`config.mk`:
```
export PLATFORM = sky130hd
export DESIGN_NAME = gcm_ghash_engine_core
export DESIGN_NICKNAME = d
export VERILOG_FILES = /design/src/hw/rtl/ghash_pkg.sv /design/src/hw/rtl/ghash_front.sv /design/src/hw/rtl/ghash_queue.sv /design/src/hw/rtl/ghash_back.sv /design/src/hw/rtl/gcm_ghash_engine_core.sv
export SDC_FILE = /design/constraint.sdc
export NUM_CORES = 2
export LEC_CHECK = 0
export ABC_AREA = 0
export CORE_UTILIZATION = 58
export CTS_CLUSTER_SIZE = 25
export DETAILED_ROUTE_END_ITERATION = 12
export DONT_BUFFER_PORTS = 1
export PLACE_DENSITY = 0.73
export SLEW_MARGIN = 10
export SYNTH_ARGS = -nofsm -noshare
export SYNTH_HDL_FRONTEND = slang
export SYNTH_SLANG_ARGS = --single-unit
export TNS_END_PERCENT = 5
```
`constraint.sdc`:
```
create_clock -name clk -period 15.18 [get_ports clk]
set_clock_uncertainty 0.1 [all_clocks]
set_input_delay 3.795 -clock clk [delete_from_list [all_inputs] [get_ports clk]]
set_output_delay 3.795 -clock clk [all_outputs]
set_load 0.01 [all_outputs]
```
`src/hw/rtl/ghash_pkg.sv`:
```
// Shared types, constants and the GF(2^128) digit step for the GHASH engine.
// Used by ghash_front, ghash_queue, ghash_back and gcm_ghash_engine_core.
package ghash_pkg;

  localparam int BLOCK_W     = 128;
  localparam int HALF_W      = 64;
  localparam int COUNT_W     = 5;
  localparam int BLOCK_BYTES = 16;
  localparam int TOTAL_W     = 61;
  localparam int DIGIT_W     = 8;
  localparam int DIGITS      = BLOCK_W / DIGIT_W;
  localparam int QUEUE_DEPTH = 2;
  localparam int TDATA_IN_W  = 136;
  localparam int TUSER_IN_W  = 2;
  localparam logic [7:0] REDUCE = 8'he1;

  typedef enum logic [1:0] {
    CMD_CLEAR  = 2'd0,
    CMD_AAD    = 2'd1,
    CMD_TEXT   = 2'd2,
    CMD_FINISH = 2'd3
  } cmd_t;

  typedef enum logic {
    CFG_KEY_HIGH = 1'b0,
    CFG_KEY_LOW  = 1'b1
  } cfg_reg_t;

  typedef struct packed {
    cmd_t                 cmd;
    logic [BLOCK_W-1:0]   block;
    logic [COUNT_W-1:0]   count;
  } item_t;

  typedef struct packed {
    logic [BLOCK_W-1:0] z;
    logic [BLOCK_W-1:0] v;
  } mul_t;

  // Eight multiply steps, top bit of the digit first (GCM bit order).
  function automatic mul_t mul_digit(mul_t s, logic [DIGIT_W-1:0] d);
    mul_t r;
    logic carry;
    r = s;
    for (int i = DIGIT_W - 1; i >= 0; i--) begin
      if (d[i]) begin
        r.z = r.z ^ r.v;
      end
      carry = r.v[0];
      r.v = {1'b0, r.v[BLOCK_W-1:1]};
      if (carry) begin
        r.v[BLOCK_W-1 -: 8] = r.v[BLOCK_W-1 -: 8] ^ REDUCE;
      end
    end
    return r;
  endfunction

endpackage

```
`src/hw/rtl/ghash_front.sv`:
```
// Front end: accepts stream items, clamps the byte count, pads the block
// and drops empty absorbs. Depends on ghash_pkg.
module ghash_front (
  input  logic                          s_tvalid,
  output logic                          s_tready,
  input  logic [ghash_pkg::TDATA_IN_W-1:0] s_tdata,  // block_high, block_low, byte_count
  input  logic [ghash_pkg::TUSER_IN_W-1:0] s_tuser,  // command
  output logic                          push_valid,
  input  logic                          push_ready,
  output ghash_pkg::item_t              push_item
);

  ghash_pkg::cmd_t                    cmd;
  logic [ghash_pkg::COUNT_W-1:0]      raw_count;
  logic [ghash_pkg::COUNT_W-1:0]      count;
  logic [ghash_pkg::BLOCK_W-1:0]      block;
  logic [ghash_pkg::BLOCK_W-1:0]      mask;
  logic                               is_absorb;

  assign cmd       = ghash_pkg::cmd_t'(s_tuser);
  assign raw_count = s_tdata[2*ghash_pkg::HALF_W +: ghash_pkg::COUNT_W];
  assign count     = (raw_count > ghash_pkg::COUNT_W'(ghash_pkg::BLOCK_BYTES)) ?
                     ghash_pkg::COUNT_W'(ghash_pkg::BLOCK_BYTES) : raw_count;
  assign block     = {s_tdata[ghash_pkg::HALF_W-1:0],
                      s_tdata[ghash_pkg::HALF_W +: ghash_pkg::HALF_W]};
  assign is_absorb = (cmd == ghash_pkg::CMD_AAD) || (cmd == ghash_pkg::CMD_TEXT);

  always_comb begin
    for (int i = 0; i < ghash_pkg::BLOCK_BYTES; i++) begin
      mask[ghash_pkg::BLOCK_W-1-8*i -: 8] = {8{count > ghash_pkg::COUNT_W'(i)}};
    end
  end

  assign s_tready        = push_ready;
  assign push_valid      = s_tvalid && !(is_absorb && (count == '0));
  assign push_item.cmd   = cmd;
  assign push_item.block = block & mask;
  assign push_item.count = count;

endmodule

```
`src/hw/rtl/ghash_queue.sv`:
```
// Short FIFO of classified items between front and back end.
// Depends on ghash_pkg.
module ghash_queue #(
  parameter int DEPTH = ghash_pkg::QUEUE_DEPTH
) (
  input  logic             clk,
  input  logic             rst,
  input  logic             push_valid,
  output logic             push_ready,
  input  ghash_pkg::item_t push_item,
  output logic             pop_valid,
  input  logic             pop_ready,
  output ghash_pkg::item_t pop_item
);

  localparam int PTR_W = (DEPTH > 1) ? $clog2(DEPTH) : 1;
  localparam int CNT_W = $clog2(DEPTH + 1);

  ghash_pkg::item_t   mem [DEPTH];
  logic [PTR_W-1:0]   wr_ptr;
  logic [PTR_W-1:0]   rd_ptr;
  logic [CNT_W-1:0]   fill;
  logic               do_push;
  logic               do_pop;

  assign push_ready = (fill != CNT_W'(DEPTH));
  assign pop_valid  = (fill != '0);
  assign pop_item   = mem[rd_ptr];
  assign do_push    = push_valid && push_ready;
  assign do_pop     = pop_valid && pop_ready;

  always_ff @(posedge clk) begin
    if (do_push) begin
      mem[wr_ptr] <= push_item;
    end
  end

  always_ff @(posedge clk) begin
    if (rst) begin
      wr_ptr <= '0;
      rd_ptr <= '0;
      fill   <= '0;
    end else begin
      if (do_push) begin
        wr_ptr <= (wr_ptr == PTR_W'(DEPTH - 1)) ? '0 : wr_ptr + 1'b1;
      end
      if (do_pop) begin
        rd_ptr <= (rd_ptr == PTR_W'(DEPTH - 1)) ? '0 : rd_ptr + 1'b1;
      end
      if (do_push && !do_pop) begin
        fill <= fill + 1'b1;
      end else if (do_pop && !do_push) begin
        fill <= fill - 1'b1;
      end
    end
  end

endmodule

```
`src/hw/rtl/ghash_back.sv`:
```
// Back end: accumulator, byte totals and the digit-serial GF(2^128)
// multiplier (8 bits per cycle), plus the digest output register. Depends on ghash_pkg.
module ghash_back (
  input  logic                          clk,
  input  logic                          rst,
  input  logic [ghash_pkg::BLOCK_W-1:0] hash_key,
  input  logic                          pop_valid,
  output logic                          pop_ready,
  input  ghash_pkg::item_t              pop_item,
  output logic                          out_valid,
  input  logic                          out_ready,
  output logic [ghash_pkg::BLOCK_W-1:0] out_digest
);

  localparam int CNT_W = $clog2(ghash_pkg::DIGITS);

  typedef enum logic [1:0] {
    ST_IDLE = 2'b01,
    ST_MUL  = 2'b10
  } state_t;

  state_t                          state;
  logic [ghash_pkg::BLOCK_W-1:0]   acc;
  logic [ghash_pkg::TOTAL_W-1:0]   aad_total;
  logic [ghash_pkg::TOTAL_W-1:0]   text_total;
  logic [ghash_pkg::BLOCK_W-1:0]   x;
  ghash_pkg::mul_t                 m;
  ghash_pkg::mul_t                 m_next;
  logic [CNT_W-1:0]                digit;
  logic                            fin;
  logic                            last;
  logic                            digest_load;

  assign pop_ready   = (state == ST_IDLE);
  assign m_next      = ghash_pkg::mul_digit(m, x[ghash_pkg::BLOCK_W-1 -: ghash_pkg::DIGIT_W]);
  assign last        = (digit == CNT_W'(ghash_pkg::DIGITS - 1));
  assign digest_load = (state == ST_MUL) && last && fin && (!out_valid || out_ready);

  always_ff @(posedge clk) begin
    if (rst) begin
      state      <= ST_IDLE;
      acc        <= '0;
      aad_total  <= '0;
      text_total <= '0;
      out_valid  <= 1'b0;
      digit      <= '0;
      fin        <= 1'b0;
    end else begin
      if (digest_load) begin
        out_valid <= 1'b1;
      end else if (out_valid && out_ready) begin
        out_valid <= 1'b0;
      end
      case (state)
        ST_IDLE: begin
          if (pop_valid) begin
            case (pop_item.cmd)
              ghash_pkg::CMD_CLEAR: begin
                acc        <= '0;
                aad_total  <= '0;
                text_total <= '0;
              end
              ghash_pkg::CMD_AAD: begin
                x         <= acc ^ pop_item.block;
                aad_total <= aad_total + ghash_pkg::TOTAL_W'(pop_item.count);
                m         <= '{z: '0, v: hash_key};
                digit     <= '0;
                fin       <= 1'b0;
                state     <= ST_MUL;
              end
              ghash_pkg::CMD_TEXT: begin
                x          <= acc ^ pop_item.block;
                text_total <= text_total + ghash_pkg::TOTAL_W'(pop_item.count);
                m          <= '{z: '0, v: hash_key};
                digit      <= '0;
                fin        <= 1'b0;
                state      <= ST_MUL;
              end
              ghash_pkg::CMD_FINISH: begin
                x          <= acc ^ {aad_total, 3'b000, text_total, 3'b000};
                aad_total  <= '0;
                text_total <= '0;
                m          <= '{z: '0, v: hash_key};
                digit      <= '0;
                fin        <= 1'b1;
                state      <= ST_MUL;
              end
              default: begin
                state <= ST_IDLE;
              end
            endcase
          end
        end
        ST_MUL: begin
          if (!last) begin
            m     <= m_next;
            x     <= {x[ghash_pkg::BLOCK_W-ghash_pkg::DIGIT_W-1:0],
                      {ghash_pkg::DIGIT_W{1'b0}}};
            digit <= digit + 1'b1;
          end else if (!fin) begin
            acc   <= m_next.z;
            state <= ST_IDLE;
          end else if (!out_valid || out_ready) begin
            // digest leaves; accumulator restarts for the next message
            out_digest <= m_next.z;
            acc        <= '0;
            state      <= ST_IDLE;
          end
        end
        default: begin
          state <= ST_IDLE;
        end
      endcase
    end
  end

endmodule

```
`src/hw/rtl/gcm_ghash_engine_core.sv`:
```
// GHASH engine top level: key registers, config port, front, queue and back.
// Absorb/finish in the back end: a dequeue in the idle state, then the 16 multiply digits.
// The back end takes a new block only after the multiply of the last, paced by the 8-bit-per-cycle multiplier.
// Digest valid once the finish has passed the queue, the dequeue and all 16 multiply digits.
// Synchronous active-high reset clears key, accumulator, totals and the queue.
// Depends on ghash_pkg, ghash_front, ghash_queue, ghash_back.
module gcm_ghash_engine_core #(
  parameter int QUEUE_DEPTH = ghash_pkg::QUEUE_DEPTH
) (
  input  logic                             clk,
  input  logic                             rst,
  input  logic                             cfg_valid,
  output logic                             cfg_ready,
  input  logic                             cfg_index,
  input  logic [ghash_pkg::HALF_W-1:0]     cfg_data,
  input  logic                             s_tvalid,
  output logic                             s_tready,
  input  logic [ghash_pkg::TDATA_IN_W-1:0] s_tdata,  // block_high, block_low, byte_count
  input  logic [ghash_pkg::TUSER_IN_W-1:0] s_tuser,  // command
  output logic                             m_tvalid,
  input  logic                             m_tready,
  output logic [ghash_pkg::BLOCK_W-1:0]    m_tdata   // digest_high, digest_low
);

  logic [ghash_pkg::HALF_W-1:0]  key_high;
  logic [ghash_pkg::HALF_W-1:0]  key_low;
  logic                          push_valid;
  logic                          push_ready;
  ghash_pkg::item_t              push_item;
  logic                          pop_valid;
  logic                          pop_ready;
  ghash_pkg::item_t              pop_item;
  logic [ghash_pkg::BLOCK_W-1:0] digest;

  assign cfg_ready = 1'b1;

  always_ff @(posedge clk) begin
    if (rst) begin
      key_high <= '0;
      key_low  <= '0;
    end else if (cfg_valid) begin
      case (ghash_pkg::cfg_reg_t'(cfg_index))
        ghash_pkg::CFG_KEY_HIGH: key_high <= cfg_data;
        ghash_pkg::CFG_KEY_LOW:  key_low  <= cfg_data;
        default:                 key_low  <= key_low;
      endcase
    end
  end

  ghash_front u_front (
    .s_tvalid   (s_tvalid),
    .s_tready   (s_tready),
    .s_tdata    (s_tdata),
    .s_tuser    (s_tuser),
    .push_valid (push_valid),
    .push_ready (push_ready),
    .push_item  (push_item)
  );

  ghash_queue #(
    .DEPTH (QUEUE_DEPTH)
  ) u_queue (
    .clk        (clk),
    .rst        (rst),
    .push_valid (push_valid),
    .push_ready (push_ready),
    .push_item  (push_item),
    .pop_valid  (pop_valid),
    .pop_ready  (pop_ready),
    .pop_item   (pop_item)
  );

  ghash_back u_back (
    .clk        (clk),
    .rst        (rst),
    .hash_key   ({key_high, key_low}),
    .pop_valid  (pop_valid),
    .pop_ready  (pop_ready),
    .pop_item   (pop_item),
    .out_valid  (m_tvalid),
    .out_ready  (m_tready),
    .out_digest (digest)
  );

  assign m_tdata = {digest[ghash_pkg::HALF_W-1:0],
                    digest[ghash_pkg::HALF_W +: ghash_pkg::HALF_W]};

endmodule
```
==> impl_metrics.sql <==
INSERT INTO impl_metrics (metric_group, metric, value, unit) VALUES
('grt', 'grt_util_all_layers', '30.6', '%'),
('finish', 'layout_common_cells', 'sky130_fd_sc_hd__nand2_1, sky130_fd_sc_hd__xnor2_1, sky130_fd_sc_hd__edfxtp_1', ''),
('floorplanning', 'placement_rows', '118', ''),
('sta', 'final.period_utilization', '41.1', '%'),
('grt', 'grt_start_max_net_pins', '278', ''),
('grt', 'grt_pass1_wl', '249000', 'um'),
('detailed_routing', 'drt-vias-per-instance', '5.77', ''),
('floorplanning', 'die-height', '326', 'um'),
('synthesis', 'synthDominantCellAreaShare', '38.6', '%'),
('clock_tree', 'cts_buffers', '118', ''),
('run', 'drv_cap', '0', ''),
('synthesis', 'synth_fp_nets', '6382', ''),
('sta', 'setup_viol', '0', ''),
('floorplanning', 'core-area', '104000', 'sq um'),
('sta', 'timing.fmax', '160', 'MHz'),
('sta', 'tns', '0', 'ns'),
('floorplanning', 'dieArea', '106000', 'sq um'),
('clock_tree', 'cts.repair.resized', '0', ''),
('sta', 'fin_hold_ws', '0.355', 'ns'),
('synthesis', 'avgSynthCellArea', '9.88', 'sq um'),
('synthesis', 'post_synthesis_register_bit_count', '1173', ''),
('synthesis', 'yosys.area.top_type', 'sky130_fd_sc_hd__edfxtp_1', ''),
('clock_tree', 'clkLatencyLatePin', '0.72', 'ns'),
('setup_path', 'critical_path_end_type', 'flip-flop', ''),
('synthesis', 'postSynthCellCount', '6154', ''),
('power_and_ir_drop', 'power.ir.vdd_worst', '0.000245', 'V'),
('sta', 'hold_viol_final', '0', ''),
('detailed_routing', 'first_pass_iters', '6', ''),
('setup_path', 'critPathMaxFanout', '277', ''),
('placement', 'post-dp-hpwl', '109000', 'um'),
('grt', 'grt_pass1_vias', '40564', ''),
('sta', 'layout_setup_ws', '8.94', 'ns'),
('synthesis', 'synth_edf_count', '782', ''),
('setup_path', 'start_kind', 'input pin', ''),
('clock_tree', 'clock-root-buffer', 'sky130_fd_sc_hd__clkbuf_16', ''),
('setup_path', 'required_time_at_the_endpoint_of_the_critical_path', '15.41', 'ns'),
('placement', 'port_buffers', '0', ''),
('synthesis', 'synth_seq_area_share', '51.5', '%'),
('detailed_routing', 'routedWlPerCell', '22.5', 'um'),
('floorplanning', 'horizontal_die_dimension', '326', 'um'),
('floorplanning', 'io_pins', '339', ''),
('power_and_ir_drop', 'power.static_leakage', '22.2', 'nW'),
('finish', 'mostFrequentLayoutCell', 'sky130_fd_sc_hd__nand2_1', ''),
('sta', 'grt_setup_unrepaired', 'no', ''),
('clock_tree', 'htree_num_levels', '3', ''),
('detailed_routing', 'antenna_violating_nets_post_route', '0', ''),
('detailed_routing', 'drt_wl_total', '165000', 'um'),
('detailed_routing', 'drt_iter0_markers', '4625', ''),
('outcome', 'failed_checks', 'max-slew violations', ''),
('floorplanning', 'start_util', '58.6', '%'),
('setup_path', 'worstSetupPathType', 'in2reg', ''),
('sta', 'slew-limit-headroom', '-9.71', '%'),
('sta', 'fin_crit', '6.24', 'ns'),
('synthesis', 'post_synth_main_area_contributors', 'sky130_fd_sc_hd__edfxtp_1, sky130_fd_sc_hd__xnor2_1, sky130_fd_sc_hd__dfxtp_1', ''),
('sta', 'drv_slew', '128', ''),
('power_and_ir_drop', 'power_density', '257', 'nW/um^2'),
('clock_tree', 'clock_path_buffers', '3', ''),
('synthesis', 'synth-main-ff-cell', 'sky130_fd_sc_hd__edfxtp_1', ''),
('detailed_routing', 'route.detailed.drc', '0', ''),
('placement', 'finalWeightedCongestion', '0.893', ''),
('clock_tree', 'clk_transition_reported_paths', '0.07', 'ns'),
('grt', 'grt_antenna_before_repair', '11', ''),
('finish', 'post_route_cells_drive_above_1_share', '6.68', '%'),
('grt', 'grt_overflow', '0', ''),
('sta', 'tightestPinTransition', '1.65', 'ns'),
('setup_path', 'critPathArrivalTime', '6.47', 'ns'),
('worst_hold_path', 'min_path_type', 'reg2reg', ''),
('placement', 'detailedPlace.worstSlack', '8.28', 'ns'),
('synthesis', 'synth_cell_type_count', '61', ''),
('finish', 'area_growth', '7.55', '%'),
('clock_tree', 'numClockSinks', '1173', ''),
('synthesis', 'synthesis.area', '60800', 'sq um'),
('synthesis', 'synthesis.yosys.warnings', '0', ''),
('detailed_routing', 'num_vias', '42472', ''),
('finish', 'post_layout_net_count', '6096', ''),
('clock_tree', 'clock_tree_from_tritoncts', 'yes', ''),
('outcome', 'run_status', 'finished, violations left', ''),
('clock_tree', 'hold_buffers', '0', ''),
('clock_tree', 'post_cts_setup_repair_bufs', '0', ''),
('synthesis', 'postSynth.asyncResetShare', '0', '%');
## metal layers
metal	track usage (%)	vias to the layer above	wire length, um
li1	-	19716	-
met1	39.4	20695	65300
met2	50.2	1686	79400
met3	4.14	371	11300
met4	16.5	4	9370
met5	0	-	23
## Yosys cell counts (5+ instances only)
master / number
sky130_fd_sc_hd__dfxtp_1: 391
sky130_fd_sc_hd__nand2b_1: 8
sky130_fd_sc_hd__a21o_1: 5
sky130_fd_sc_hd__nor2b_1: 106
sky130_fd_sc_hd__a21oi_1: 302
sky130_fd_sc_hd__and2_1: 171
sky130_fd_sc_hd__clkbuf_1: 380
sky130_fd_sc_hd__edfxtp_1: 782
sky130_fd_sc_hd__and4_1: 12
sky130_fd_sc_hd__nand4_1: 33
sky130_fd_sc_hd__nor3_1: 19
sky130_fd_sc_hd__mux2i_1: 134
sky130_fd_sc_hd__nor2_1: 406
sky130_fd_sc_hd__a22oi_1: 124
sky130_fd_sc_hd__buf_1: 73
sky130_fd_sc_hd__nand3_1: 60
sky130_fd_sc_hd__nand2_1: 1449
sky130_fd_sc_hd__or3_1: 22
sky130_fd_sc_hd__o21ai_0: 156
sky130_fd_sc_hd__ha_1: 18
sky130_fd_sc_hd__xnor2_1: 935
sky130_fd_sc_hd__mux2_2: 129
sky130_fd_sc_hd__and3_1: 17
sky130_fd_sc_hd__inv_1: 28
sky130_fd_sc_hd__xor2_1: 333
## cell families (layout without fill, tap and decap cells)
| logic type | after synthesis | count (layout) | share of synthesized area [%] |
|---|---|---|---|
| other | 1 | 7 | 0.00617 |
| and+or+nand+nor | 2324 | 2324 | 16.3 |
| muxes | 263 | 263 | 4.59 |
| buffers and inverters | 486 | 303 | 3.02 |
| DFF | 1173 | 1173 | 51.5 |
| adders and majority gates | 20 | 20 | 0.436 |
| AOI/OAI and AO/OA | 615 | 615 | 5.74 |
| xor gates and xnor gates | 1272 | 1272 | 18.4 |
## state kept, by name, indices dropped and copies added (netlist names), named ones only
name and cells:
u_back.state 2, u_back.out_valid 1, u_back.digit 4, u_back.aad_total 61
key_low 64, u_back.text_total 61, u_back.x 128, u_back.out_digest 128
u_queue.wr_ptr 1, u_queue.mem 270, u_back.m 256, u_back.fin 1
key_high 64, u_queue.fill 2, u_back.acc 128, u_queue.rd_ptr 1
## stage by stage
step	area [sq um]	util (%)	power, W	instances
global placement	61400	59.1	0.0137	7128
floorplan	60800	-	0.0108	6154
CTS	65400	63.0	0.0168	7351
global route	65400	63.0	0.0174	7356
detailed placement	61400	59.1	0.0138	7128
finish	65400	63.0	0.0168	7357
## final timing paths
path,from,end,slack [ns],cells after the start
worst max-delay path,rst,u_back.m[62],8.94,4
worst min register to register,key_high[2],key_high[2],0.35,2
worst min-delay path,key_high[2],key_high[2],0.35,2
worst max register to register,flip-flop,u_back.m[62],9.89,10
## critical path: stages
cell	delay, ns
sky130_fd_sc_hd__nor2_4	0.20
sky130_fd_sc_hd__buf_4	0.51
sky130_fd_sc_hd__buf_12	0.63
sky130_fd_sc_hd__buf_4	0.91
## report_power, final
group	internal [W]	switching [W]
Sequential	0.00457	0.000611
Clock	0.00174	0.00128
Combinational	0.00294	0.00565
Total	0.00925	0.00753
## area by class of cell
class,count,area (sq um)
Antenna cell,6,15.0
Clock buffer,179,3560
Clock inverter,44,467
Fill cell,8295,38400
Inverter,28,110
Multi-Input combinational cell,4495,27800
Sequential cell,1173,31300
Tap cell,1380,1730
Timing Repair Buffer,52,428
(Power assumes the default switching activity.)
